## config.mk

```make
export PLATFORM = sky130hd
export DESIGN_NAME = edf_nonpreemptive_scheduler
export DESIGN_NICKNAME = d
export VERILOG_FILES = /design/src/hdl/edf_pkg.sv /design/src/hdl/edf_nonpreemptive_scheduler.sv /design/src/hdl/edf_cell.sv /design/src/hdl/edf_pick.sv
export SDC_FILE = /design/constraint.sdc
export NUM_CORES = 2
export LEC_CHECK = 0
export ABC_CLOCK_PERIOD_IN_PS = 150400
export BUFFER_PORTS_ARGS = -buffer_cell sky130_fd_sc_hd__buf_2
export CORE_ASPECT_RATIO = 1.5
export CORE_MARGIN = 3
export CORE_UTILIZATION = 55
export CTS_CLUSTER_SIZE = 16
export DETAILED_ROUTE_END_ITERATION = 8
export PLACE_DENSITY = 0.74
export SETUP_SLACK_MARGIN = 0.5
export SLEW_MARGIN = 10
export SYNTH_ARGS = -nofsm -noshare
export SYNTH_HDL_FRONTEND = slang
export SYNTH_HIERARCHICAL = 1
export SYNTH_SLANG_ARGS = --single-unit
```

## constraint.sdc

```tcl
create_clock -name clock -period 150.4 [get_ports clock]
set_input_delay 30.08 -clock clock [delete_from_list [all_inputs] [get_ports clock]]
set_output_delay 30.08 -clock clock [all_outputs]
set_load 0.02 [all_outputs]
```

## src/hdl/edf_pkg.sv

```systemverilog
// types and constants shared by the edf scheduler modules
// no dependencies

package edf_pkg;

   localparam int DEF_MAX_JOBS = 64;
   localparam int TICK_W       = 23;
   localparam int WAIT_W       = 29;
   localparam int REQ_DATA_W   = 56;
   localparam int RSP_DATA_W   = 112;

   typedef struct packed {
      logic [15:0] due;
      logic [15:0] len;
      logic [15:0] rel;
      logic [7:0]  tag;
   } job_type;

   typedef enum logic [1:0] {
      ST_LOAD,
      ST_SCAN,
      ST_RESOLVE,
      ST_EMIT
   } state_type;

   // scan control from the sequencer to the pick unit
   typedef struct packed {
      logic scan_en;
      logic pass_start;
      logic mark_en;
   } scan_ctl_type;

endpackage

```

## src/hdl/edf_nonpreemptive_scheduler.sv

```systemverilog
// top level of the non-preemptive edf scheduler: ring of job cells, pick unit
// and sequencer; depends on edf_pkg, edf_cell, edf_pick
// operation: each pick is one full rotation of the ring past the pick unit,
// then a resolve step and then the result transaction.
// loads are refused while a schedule runs; reset empties the ring and returns
// the block to loading.

module edf_nonpreemptive_scheduler
   import edf_pkg::*;
#(
   parameter int MAX_JOBS = DEF_MAX_JOBS
) (
   input  logic                  clock,
   input  logic                  reset,
   // tdata: task_tag, release_at, run_length, due_at
   input  logic [REQ_DATA_W-1:0] req_tdata,
   input  logic                  req_tlast,
   input  logic                  req_tvalid,
   output logic                  req_tready,
   // tdata: out_tag, out_release, start_tick, out_length, out_due, wait_total, pad
   output logic [RSP_DATA_W-1:0] rsp_tdata,
   output logic                  rsp_tlast,
   output logic                  rsp_tvalid,
   input  logic                  rsp_tready
);

   localparam int IDX_W = (MAX_JOBS > 1) ? $clog2(MAX_JOBS) : 1;
   localparam int CNT_W = $clog2(MAX_JOBS + 1);

   state_type         state_ff, state_in;
   logic [CNT_W-1:0]  count_ff, count_in;
   logic [CNT_W-1:0]  done_ff, done_in;
   logic [IDX_W-1:0]  pass_ff, pass_in;
   logic [IDX_W-1:0]  pick_ff, pick_in;
   logic [TICK_W-1:0] now_ff, now_in;
   logic [WAIT_W-1:0] wait_ff, wait_in;
   logic              first_ff, first_in;
   job_type           res_job_ff;
   logic [TICK_W-1:0] res_start_ff;
   logic [WAIT_W-1:0] res_wait_ff;
   logic              res_last_ff;

   job_type           cj [MAX_JOBS];
   logic [IDX_W-1:0]  ci [MAX_JOBS];
   logic              cs [MAX_JOBS];
   logic              cv [MAX_JOBS];
   job_type           tail_job;
   logic [IDX_W-1:0]  tail_idx;
   logic              tail_served, tail_valid;

   logic              load_acc, store_ok, shift_en, clear_all, rsp_acc, pass_end;
   logic              is_last;
   scan_ctl_type      ctl;
   logic              head_taken, any_rdy;
   job_type           best_rdy_job, best_min_job, sel_job;
   logic [IDX_W-1:0]  best_rdy_idx, best_min_idx, sel_idx;
   logic              use_min;
   logic [TICK_W-1:0] start_tick;
   job_type           new_job;

   assign new_job  = job_type'(req_tdata);
   assign load_acc = req_tvalid && req_tready;
   assign rsp_acc  = rsp_tvalid && rsp_tready;
   assign store_ok = count_ff < CNT_W'(MAX_JOBS);
   assign pass_end = pass_ff == IDX_W'(MAX_JOBS - 1);
   assign is_last  = (done_ff + CNT_W'(1)) == count_ff;

   // next state
   always_comb begin
      state_in = state_ff;
      case (state_ff)
         ST_LOAD: begin
            if (load_acc && req_tlast) state_in = ST_SCAN;
         end
         ST_SCAN: begin
            if (pass_end) state_in = ST_RESOLVE;
         end
         ST_RESOLVE: state_in = ST_EMIT;
         ST_EMIT: begin
            if (rsp_acc) state_in = res_last_ff ? ST_LOAD : ST_SCAN;
         end
         default: state_in = ST_LOAD;
      endcase
   end

   // outputs of the sequencer
   always_comb begin
      req_tready     = 1'b0;
      rsp_tvalid     = 1'b0;
      ctl.scan_en    = 1'b0;
      ctl.pass_start = 1'b0;
      ctl.mark_en    = 1'b0;
      shift_en       = 1'b0;
      clear_all      = 1'b0;
      case (state_ff)
         ST_LOAD: begin
            req_tready = 1'b1;
            shift_en   = req_tvalid && store_ok;
         end
         ST_SCAN: begin
            ctl.scan_en    = 1'b1;
            ctl.pass_start = pass_ff == '0;
            ctl.mark_en    = !first_ff;
            shift_en       = 1'b1;
         end
         ST_RESOLVE: ;
         ST_EMIT: begin
            rsp_tvalid = 1'b1;
            clear_all  = rsp_tready && res_last_ff;
         end
         default: ;
      endcase
   end

   // ring tail input: new load or the head coming round
   always_comb begin
      if (state_ff == ST_LOAD) begin
         tail_job    = new_job;
         tail_idx    = count_ff[IDX_W-1:0];
         tail_served = 1'b0;
         tail_valid  = 1'b1;
      end else begin
         tail_job    = cj[0];
         tail_idx    = ci[0];
         tail_served = cs[0] || head_taken;
         tail_valid  = cv[0];
      end
   end

   // chain of cells, head at position zero
   for (genvar g = 0; g < MAX_JOBS; g++) begin : g_cell
      job_type          dj;
      logic [IDX_W-1:0] di;
      logic             ds, dv;
      if (g == MAX_JOBS - 1) begin : g_tail
         assign dj = tail_job;
         assign di = tail_idx;
         assign ds = tail_served;
         assign dv = tail_valid;
      end else begin : g_mid
         assign dj = cj[g+1];
         assign di = ci[g+1];
         assign ds = cs[g+1];
         assign dv = cv[g+1];
      end
      edf_cell #(.IDX_W(IDX_W)) u_cell (
         .clock    (clock),
         .reset    (reset),
         .shift_en (shift_en),
         .clear_all(clear_all),
         .d_job    (dj),
         .d_idx    (di),
         .d_served (ds),
         .d_valid  (dv),
         .q_job    (cj[g]),
         .q_idx    (ci[g]),
         .q_served (cs[g]),
         .q_valid  (cv[g])
      );
   end

   edf_pick #(.IDX_W(IDX_W)) u_pick (
      .clock       (clock),
      .reset       (reset),
      .ctl         (ctl),
      .head_job    (cj[0]),
      .head_idx    (ci[0]),
      .head_served (cs[0]),
      .head_valid  (cv[0]),
      .pick_idx    (pick_ff),
      .now_tick    (now_ff),
      .head_taken  (head_taken),
      .any_rdy     (any_rdy),
      .best_rdy_job(best_rdy_job),
      .best_rdy_idx(best_rdy_idx),
      .best_min_job(best_min_job),
      .best_min_idx(best_min_idx)
   );

   // idle processor or first pick: time jumps to the earliest release
   assign use_min    = first_ff || !any_rdy;
   assign sel_job    = use_min ? best_min_job : best_rdy_job;
   assign sel_idx    = use_min ? best_min_idx : best_rdy_idx;
   assign start_tick = use_min ? {{(TICK_W-16){1'b0}}, best_min_job.rel} : now_ff;

   // schedule bookkeeping
   always_comb begin
      count_in = count_ff;
      done_in  = done_ff;
      pass_in  = pass_ff;
      pick_in  = pick_ff;
      now_in   = now_ff;
      wait_in  = wait_ff;
      first_in = first_ff;
      case (state_ff)
         ST_LOAD: begin
            if (load_acc && store_ok) count_in = count_ff + CNT_W'(1);
            pass_in  = '0;
            done_in  = '0;
            now_in   = '0;
            wait_in  = '0;
            first_in = 1'b1;
         end
         ST_SCAN: pass_in = pass_end ? '0 : pass_ff + IDX_W'(1);
         ST_RESOLVE: begin
            pick_in = sel_idx;
            now_in  = start_tick + {{(TICK_W-16){1'b0}}, sel_job.len};
            wait_in = wait_ff + {{(WAIT_W-TICK_W){1'b0}},
                      start_tick - {{(TICK_W-16){1'b0}}, sel_job.rel}};
         end
         ST_EMIT: begin
            if (rsp_acc) begin
               done_in  = done_ff + CNT_W'(1);
               first_in = 1'b0;
               if (res_last_ff) count_in = '0;
            end
         end
         default: ;
      endcase
   end

   always_ff @(posedge clock) begin
      if (reset) begin
         state_ff <= ST_LOAD;
         count_ff <= '0;
         done_ff  <= '0;
         pass_ff  <= '0;
         pick_ff  <= '0;
         now_ff   <= '0;
         wait_ff  <= '0;
         first_ff <= 1'b1;
      end else begin
         state_ff <= state_in;
         count_ff <= count_in;
         done_ff  <= done_in;
         pass_ff  <= pass_in;
         pick_ff  <= pick_in;
         now_ff   <= now_in;
         wait_ff  <= wait_in;
         first_ff <= first_in;
      end
   end

   // result register
   always_ff @(posedge clock) begin
      if (state_ff == ST_RESOLVE) begin
         res_job_ff   <= sel_job;
         res_start_ff <= start_tick;
         res_wait_ff  <= wait_in;
         res_last_ff  <= is_last;
      end
   end

   assign rsp_tdata = {4'b0, res_wait_ff, res_job_ff.due, res_job_ff.len,
                       res_start_ff, res_job_ff.rel, res_job_ff.tag};
   assign rsp_tlast = res_last_ff;

endmodule

```

## src/hdl/edf_cell.sv

```systemverilog
// one storage cell of the job ring: job, load index, served and valid bits
// depends on edf_pkg

module edf_cell
   import edf_pkg::*;
#(
   parameter int IDX_W = 6
) (
   input  logic             clock,
   input  logic             reset,
   input  logic             shift_en,
   input  logic             clear_all,
   input  job_type          d_job,
   input  logic [IDX_W-1:0] d_idx,
   input  logic             d_served,
   input  logic             d_valid,
   output job_type          q_job,
   output logic [IDX_W-1:0] q_idx,
   output logic             q_served,
   output logic             q_valid
);

   job_type          job_ff;
   logic [IDX_W-1:0] idx_ff;
   logic             served_ff;
   logic             valid_ff;

   // payload moves one place along the ring
   always_ff @(posedge clock) begin
      if (shift_en) begin
         job_ff    <= d_job;
         idx_ff    <= d_idx;
         served_ff <= d_served;
      end
   end

   // occupancy
   always_ff @(posedge clock) begin
      if (reset || clear_all) begin
         valid_ff <= 1'b0;
      end else if (shift_en) begin
         valid_ff <= d_valid;
      end
   end

   assign q_job    = job_ff;
   assign q_idx    = idx_ff;
   assign q_served = served_ff;
   assign q_valid  = valid_ff;

endmodule

```

## src/hdl/edf_pick.sv

```systemverilog
// pick unit at the head of the ring: tracks the best released job and the
// earliest-release job over one pass; depends on edf_pkg

module edf_pick
   import edf_pkg::*;
#(
   parameter int IDX_W = 6
) (
   input  logic              clock,
   input  logic              reset,
   input  scan_ctl_type      ctl,
   input  job_type           head_job,
   input  logic [IDX_W-1:0]  head_idx,
   input  logic              head_served,
   input  logic              head_valid,
   input  logic [IDX_W-1:0]  pick_idx,
   input  logic [TICK_W-1:0] now_tick,
   output logic              head_taken,
   output logic              any_rdy,
   output job_type           best_rdy_job,
   output logic [IDX_W-1:0]  best_rdy_idx,
   output job_type           best_min_job,
   output logic [IDX_W-1:0]  best_min_idx
);

   logic             rdy_any_ff, rdy_any_in;
   job_type          rdy_job_ff;
   logic [IDX_W-1:0] rdy_idx_ff;
   logic             min_any_ff, min_any_in;
   job_type          min_job_ff;
   logic [IDX_W-1:0] min_idx_ff;
   logic             elig, released, rdy_better, min_better, rdy_take, min_take;
   logic             rdy_have, min_have;

   // the job picked last time is marked as it passes the head
   assign head_taken = ctl.mark_en && (head_idx == pick_idx);
   assign elig       = head_valid && !head_served && !head_taken;
   assign released   = {{(TICK_W-16){1'b0}}, head_job.rel} <= now_tick;

   assign rdy_have = rdy_any_ff && !ctl.pass_start;
   assign min_have = min_any_ff && !ctl.pass_start;

   // deadline first, then release, then load order
   assign rdy_better = (head_job.due < rdy_job_ff.due) ||
      ((head_job.due == rdy_job_ff.due) && ((head_job.rel < rdy_job_ff.rel) ||
      ((head_job.rel == rdy_job_ff.rel) && (head_idx < rdy_idx_ff))));
   // release first, then deadline, then load order
   assign min_better = (head_job.rel < min_job_ff.rel) ||
      ((head_job.rel == min_job_ff.rel) && ((head_job.due < min_job_ff.due) ||
      ((head_job.due == min_job_ff.due) && (head_idx < min_idx_ff))));

   assign rdy_take   = ctl.scan_en && elig && released && (!rdy_have || rdy_better);
   assign min_take   = ctl.scan_en && elig && (!min_have || min_better);
   assign rdy_any_in = ctl.scan_en ? (rdy_have || rdy_take) : rdy_any_ff;
   assign min_any_in = ctl.scan_en ? (min_have || min_take) : min_any_ff;

   always_ff @(posedge clock) begin
      if (reset) begin
         rdy_any_ff <= 1'b0;
         min_any_ff <= 1'b0;
      end else begin
         rdy_any_ff <= rdy_any_in;
         min_any_ff <= min_any_in;
      end
   end

   // best candidates
   always_ff @(posedge clock) begin
      if (rdy_take) begin
         rdy_job_ff <= head_job;
         rdy_idx_ff <= head_idx;
      end
      if (min_take) begin
         min_job_ff <= head_job;
         min_idx_ff <= head_idx;
      end
   end

   assign any_rdy      = rdy_any_ff;
   assign best_rdy_job = rdy_job_ff;
   assign best_rdy_idx = rdy_idx_ff;
   assign best_min_job = min_job_ff;
   assign best_min_idx = min_idx_ff;

endmodule

```

After elaboration in Yosys (flattened, before gate mapping)
Index checks and enable logic that the tools add are counted.
{ "totals": {"in_bits": 61, "ff_bits": 4412} }
{ "op_classes": {"n_addsub": 6, "n_eq_ne": 15, "n_mux": 28, "order_cmp": 8, "n_reduce_logical": 45} }
{ "op_table": {"columns": ["operator", "n"], "rows": [
  ["$mux W56", 2],
  ["$eq A16 B16 Y1", 4],
  ["$lt A16 B16 Y1", 4],
  ["$pmux W29 S2", 1],
  ["$pmux W23 S2", 1],
  ["$add A29 B23 Y29", 1],
  ["$mux W7", 4],
  ["$pmux W7 S2", 2],
  ["$add A23 B16 Y23", 1],
  ["$le A16 B23 Y1", 1],
  ["$mux W23", 1],
  ["$sub A23 B16 Y23", 1],
  ["$logic_and A1 B1 Y1", 19],
  ["$mux W6", 3],
  ["$add A7 B1 Y7 const B", 2],
  ["$lt A6 B6 Y1", 2],
  ["$pmux W6 S2", 1],
  ["$logic_or A1 B1 Y1", 11],
  ["$ne A2 B2 Y1 const B", 4],
  ["$pmux W2 S4", 1],
  ["$eq A7 B7 Y1", 1],
  ["$logic_not A1 Y1", 7],
  ["$lt A7 B7 Y1 const B", 1],
  ["$add A6 B1 Y6 const B", 1],
  ["other kinds (15)", 26]
]} }

Depth between registers and ports, before layout
{ "depth": {"depth_word": 9, "mapped_depth": 30, "mapped_depth_nobuf": 24} }

Cells and area by module
The synthesis kept the hierarchy.
{ "modules_own_cells": {"columns": ["mod", "cells_per_inst", "instances", "area_per_inst_um2"], "rows": [
  ["edf_cell", 66, 64, 1931.9],
  ["edf_nonpreemptive_scheduler", 1352, 1, 12310.6],
  ["edf_pick", 466, 1, 6175.9]
]} }

Worst setup path after synthesis
Ideal clock, no wire load.
{ "synth_path": {"kind": "input -> register", "start": "input req_tvalid", "end": "register g_cell[0].u_cell.valid_ff", "n_path_buf": 0, "setup_ps": 234, "required_ps": 150166, "arrival_time_ps": 131624, "cell_stages": 4, "slack_ps": 18541, "cell_sequence": "nand3b_1 > nand2b_1 > mux2i_1 > nor3_2"} }
{ "synth_via": {"elab_chain_cells": 2} }
{ "synth_rtl": {"columns": ["element", "line_no", "source"], "rows": [
  ["start, declared", "edf_nonpreemptive_scheduler.sv:18", "input logic req_tvalid,"],
  ["$logic_and A1 B1 Y1", "edf_nonpreemptive_scheduler.sv:98", "shift_en = req_tvalid && store_ok;"],
  ["$pmux W1 S2", "edf_nonpreemptive_scheduler.sv:95", "case (state_ff)"],
  ["net shift_en", "edf_nonpreemptive_scheduler.sv:51", "logic load_acc, store_ok, shift_en, clear_all, rsp_acc, pass_end;"],
  ["end signal, assigned", "edf_cell.sv:42", "valid_ff <= d_valid;"],
  ["end, declared", "edf_cell.sv:26", "logic valid_ff;"]
]} }
The timed path passes the listed nets, and every way through them passes these cells.
A chain may end at the register's enable or synchronous reset.

Worst setup path after layout
{ "layout_path": {"start": "input req_tvalid", "end": "register g_cell[50].u_cell.job_ff, in the netlist g_cell[50].u_cell/q_job[49] (enable)"} }
{ "layout_via": {"elab_chain_cells": 2} }
{ "layout_rtl": {"columns": ["element", "line_no", "source"], "rows": [
  ["$logic_and A1 B1 Y1", "edf_nonpreemptive_scheduler.sv:98", null],
  ["$pmux W1 S2", "edf_nonpreemptive_scheduler.sv:95", null],
  ["net shift_en", "edf_nonpreemptive_scheduler.sv:51", null],
  ["end signal, assigned", "edf_cell.sv:31", "job_ff <= d_job;"],
  ["end, declared", "edf_cell.sv:23", "job_type job_ff;"]
]} }
The timed path passes the listed nets, and every way through them passes these cells.

==> out/qor_table.md <==
| Item | Value | Unit |
|---|---|---|
| Count of unresolved DRC violations after routing | 0 | - |
| Effective utilization at floorplan | 55.5 | % |
| CP max-delay cell | buf_4 | - |
| Die Footprint | 265000 | sq um |
| Share of synthesized area occupied by flip-flops and latches | 92.2 | % |
| Inserted Clock Buffers | 373 | - |
| Overall Global Routing Usage | 18.2 | % |
| Required time reported for the critical path endpoint | 150910 | ps |
| RSZ-0062 raised after global routing | no | - |
| Count of final hold-check violations | 0 | - |
| Flip-flop and latch count after synthesis | 4412 | - |
| Average footprint of a synthesized cell | 23.5 | sq um |
| Post-route insts no fill | 10300 | - |
| Final HPWL from detailed placement | 116000 | um |
| Share of async-settable or async-resettable flops after synthesis | 0 | % |
| Inst Count DP | 9637 | - |
| Power density relative to cell area | 22.3 | nW/um^2 |
| Die extent in x | 421 | um |
| Endpoint of the lowest-slack register-to-register path | res_wait_ff[26]$_DFFE_PP_ | - |
| Final setup violation count | 0 | - |
| Worst slew pin tran | 1270 | ps |
| Number of buffers and inverters on the critical path | 6 | - |
| Post-layout min period | 35420 | ps |
| Hold-fix buffers at CTS | 0 | - |
| Startpoint of the worst register-to-register path | first_ff$_SDFFE_PP1P_ | - |
| Vias per inst | 5.40 | - |
| DRC marker count from the first detailed-route iteration | 5626 | - |
| Largest fanout on the critical path | 92 | - |
| Upper clock frequency limit | 28.2 | MHz |
| Crit path cell chain | buf_2, nand3b_1, nand2b_4, buf_4, buf_4, buf_4, buf_4, buf_4 | - |
| Largest area contributor in the netlist | edfxtp_1 | - |
| Worst vdd rail ir drop | 21.5 | uV |
| Largest cells by area after synthesis | edfxtp_1, dfxtp_1, ha_1, nand2_1, mux2i_1 | - |
| Routed WL per cell | 23.1 | um |
| NetSw | 0.885 | mW |
| Clk Tree Root Cell | clkbuf_16 | - |
| Number of nets in the final layout | 6778 | - |
| Critical Path Start Type | input pin | - |
| Ys Warns | 6 | - |
| Slack of the worst reg-to-reg path | 142670 | ps |
| Switching share of power | 24.8 | % |
| Cell type with the highest occurrence count on the critical path | buf_4 | - |
| First-pass GRT wire length | 364000 | um |
| I/O Buffers | 171 | - |
| Period utilization | 23.6 | % |
| Worst min path class | reg -> reg | - |
| Max Cap Violations | 0 | - |
| Kind of cell with the highest combined delay on the critical path | buffers and inverters | - |
| Post-synth EDFFs | 4265 | - |
| Worst path arrival time | 35930 | ps |
| Area overhead of the layout relative to synthesis | 12.4 | % |
| Clock skew after layout | 82.4 | ps |
| Multi-input logic area | 10300 | sq um |
| Area of placed instances | 148000 | sq um |
| Commonest register cell after synthesis | edfxtp_1 | - |
| Worst Reg-to-Reg Cells | 25 | - |
| Post-synthesis instance area | 142000 | sq um |
| Part of the total power dissipated in sequential elements | 63.4 | % |
| Design area | 160000 | sq um |
| Internal power | 2.68 | mW |
| Max-slew violations | 0 | - |
| Fraction of synthesized cell area taken by the top area cell type | 90.1 | % |
| Fill cells | 16200 | - |
| Number of distinct library cells after synthesis | 94 | - |
| Element type at the critical path end | flip-flop | - |
| Largest net degree at the start of global routing | 216 | - |
| Worst skew pair latency | 900 | ps |
| Most numerous cell in the Yosys netlist | edfxtp_1 | - |
| GRT overflow | 0 | - |
| Hold Path Stages | 0 | - |
| Via count | 55700 | - |
| Number of global-route vias before repair | 56300 | - |
| CORE AREA | 256000 | sq um |
| Final total power | 3.56 | mW |
| Max-Slew Margin vs Limit | 14.3 | % |
| Start point of the worst hold path | g_cell[3].u_cell/q_job[42]$_DFFE_PP_ | - |
| Worst min-delay path endpoint | g_cell[2].u_cell/q_job[42]$_DFFE_PP_ | - |
| Commonest cells in the synthesized netlist | edfxtp_1, nand2_1, dfxtp_1 | - |
| I/O Pins | 176 | - |
| Worst hold slack after final layout | 349 | ps |
| Number of clock sinks | 4412 | - |
| Deepest level of the CTS H-tree | 5 | - |
| Static leakage power | 51.6 | nW |
| Synthesized netlist cell count | 6042 | - |
| Row count | 227 | - |
| Largest incremental delay on the critical path | 990 | ps |
| Number of buffers added for setup after CTS | 0 | - |
| Die Y | 629 | um |
| Clock tree from TritonCTS | done | - |
| Outcome | complete, no violations | - |
| Length of the first detailed-routing pass in iterations | 5 | - |
| Fin Setup TNS | 0 | ps |
| Detail Route Antenna Nets | 0 | - |
| Buffer levels on the longest clock path | 4 | - |
| Fraction of layout instances using a drive strength above 1 | 13.8 | % |
| Clock slew at reported path FFs | 70 | ps |
| Type of the setup path with the least slack | in -> reg | - |
| Comb pwr share | 9.2 | % |
| Number of resized instances in the post-cts repair step | 0 | - |
| Placer Congestion | 0.848 | - |
| Clk pwr share | 27.4 | % |
| Antenna violations before repair | 27 | - |
| Register cell area after layout | 131000 | sq um |
| Sum of routed wire length over all layers | 239000 | um |
## metal layers
layer  track usage, %  share of wire (%)  wire [um]  up-vias
met5                0             0.0054         13        -
met1             26.5                 42     101000    28600
li1                 -                  -          -    24800
met4             7.39                4.2       9950        2
met2             27.8                 48     114000     1729
met3             3.31                5.7      13500      523
## power groups by stage
stage	combinational, mW	clock (mW)	sequential (mW)
after floorplan	0.366	0	5.47
after global placement	0.314	0	2.24
after detailed placement	0.333	0	2.25
after CTS	0.330	1.00	2.28
after global routing	0.364	1.04	2.31
final	0.328	0.977	2.26
## logic make-up (layout without fill, tap and decap cells)
kind of cell | after synthesis | in the layout | share of synthesized area [%]
adder cells (fa/ha/maj) | 144 | 144 | 1.27
buffers and inverters | 209 | 1044 | 0.600
multiplexers | 151 | 151 | 1.15
other | 1 | 14 | 0.00264
AND/OR/NAND/NOR | 658 | 658 | 2.39
AO/OA/AOI/OAI | 371 | 371 | 1.81
XOR/XNOR | 96 | 96 | 0.592
flip-flops | 4412 | 4412 | 92.2
## how the worst max path moves through the flow
stage | startpoint | end | cells past startpoint
after CTS | req_tvalid | g_cell[52].u_cell/q_job[42]$_DFFE_PP_ | 8
after detailed placement | req_tvalid | g_cell[57].u_cell/q_job[42]$_DFFE_PP_ | 8
after global routing | req_tvalid | g_cell[53].u_cell/q_job[49]$_DFFE_PP_ | 8
after floorplan | req_tvalid | g_cell[0].u_cell/q_valid$_SDFFE_PP0P_ | 4
final | req_tvalid | g_cell[50].u_cell/q_job[49]$_DFFE_PP_ | 8
after global placement | req_tvalid | g_cell[57].u_cell/q_job[42]$_DFFE_PP_ | 8
## metrics by stage
| step | worst slack, ps | utilization, % |
|---|---|---|
| 6_report | 114980 | 62.4 |
| 2_1_floorplan | 18540 | - |
| 3_5_place_dp | 114090 | 57.7 |
| 3_3_place_gp | 114420 | 57.7 |
| 4_1_cts | 115130 | 62.4 |
| 5_1_grt | 114500 | 62.4 |
## flip-flops by register name (all words and copies together), names as in the netlist
name / count
now_ff: 23
u_pick/best_min_idx: 6
u_pick/any_rdy: 1
count_ff: 7
first_ff: 1
u_pick/best_rdy_idx: 6
res_wait_ff: 29
rsp_tdata: 56
pick_ff: 6
g_cell.u_cell/q_served: 64
pass_ff: 6
u_pick/min_any_ff: 1
u_pick/best_min_job: 56
g_cell.u_cell/q_valid: 64
g_cell.u_cell/q_idx: 384
u_pick/best_rdy_job: 56
rsp_tlast: 1
g_cell.u_cell/q_job: 3584
done_ff: 7
res_start_ff: 23
wait_ff: 29
state_ff: 2
## layout by cell type, fill, tap and decap left out, types with 21 or more instances in the layout
master,synthesis,routed
inv_1,134,134
nand3_1,30,30
a21oi_1,109,109
nor2_1,104,103
clkinv_2,0,66
clkinv_1,0,80
edfxtp_1,4265,4265
nor3_1,30,29
ha_1,138,136
mux2i_1,78,78
buf_4,4,53
dfxtp_1,147,147
a22o_1,35,35
clkbuf_1,47,63
nor3_2,65,66
clkbuf_16,0,382
nor2b_1,34,34
o21ai_0,53,53
nand2_1,280,280
buf_2,4,170
xnor2_1,69,69
a21o_1,24,24
mux2_2,67,67
bufinv_16,0,42
nand4_1,21,21
xor2_1,27,27
## layout make-up
type                    count  area share [%]
multi-input cells        1424            6.47
flip-flops and latches   4412            82.0
repair buffers            232           0.883
well taps                3435            2.69
clock inverters           226            1.44
clock buffers             452            6.19
inverters                 134           0.315
diodes                     10          0.0157
No activity file was read; power rests on OpenSTA's default activity.
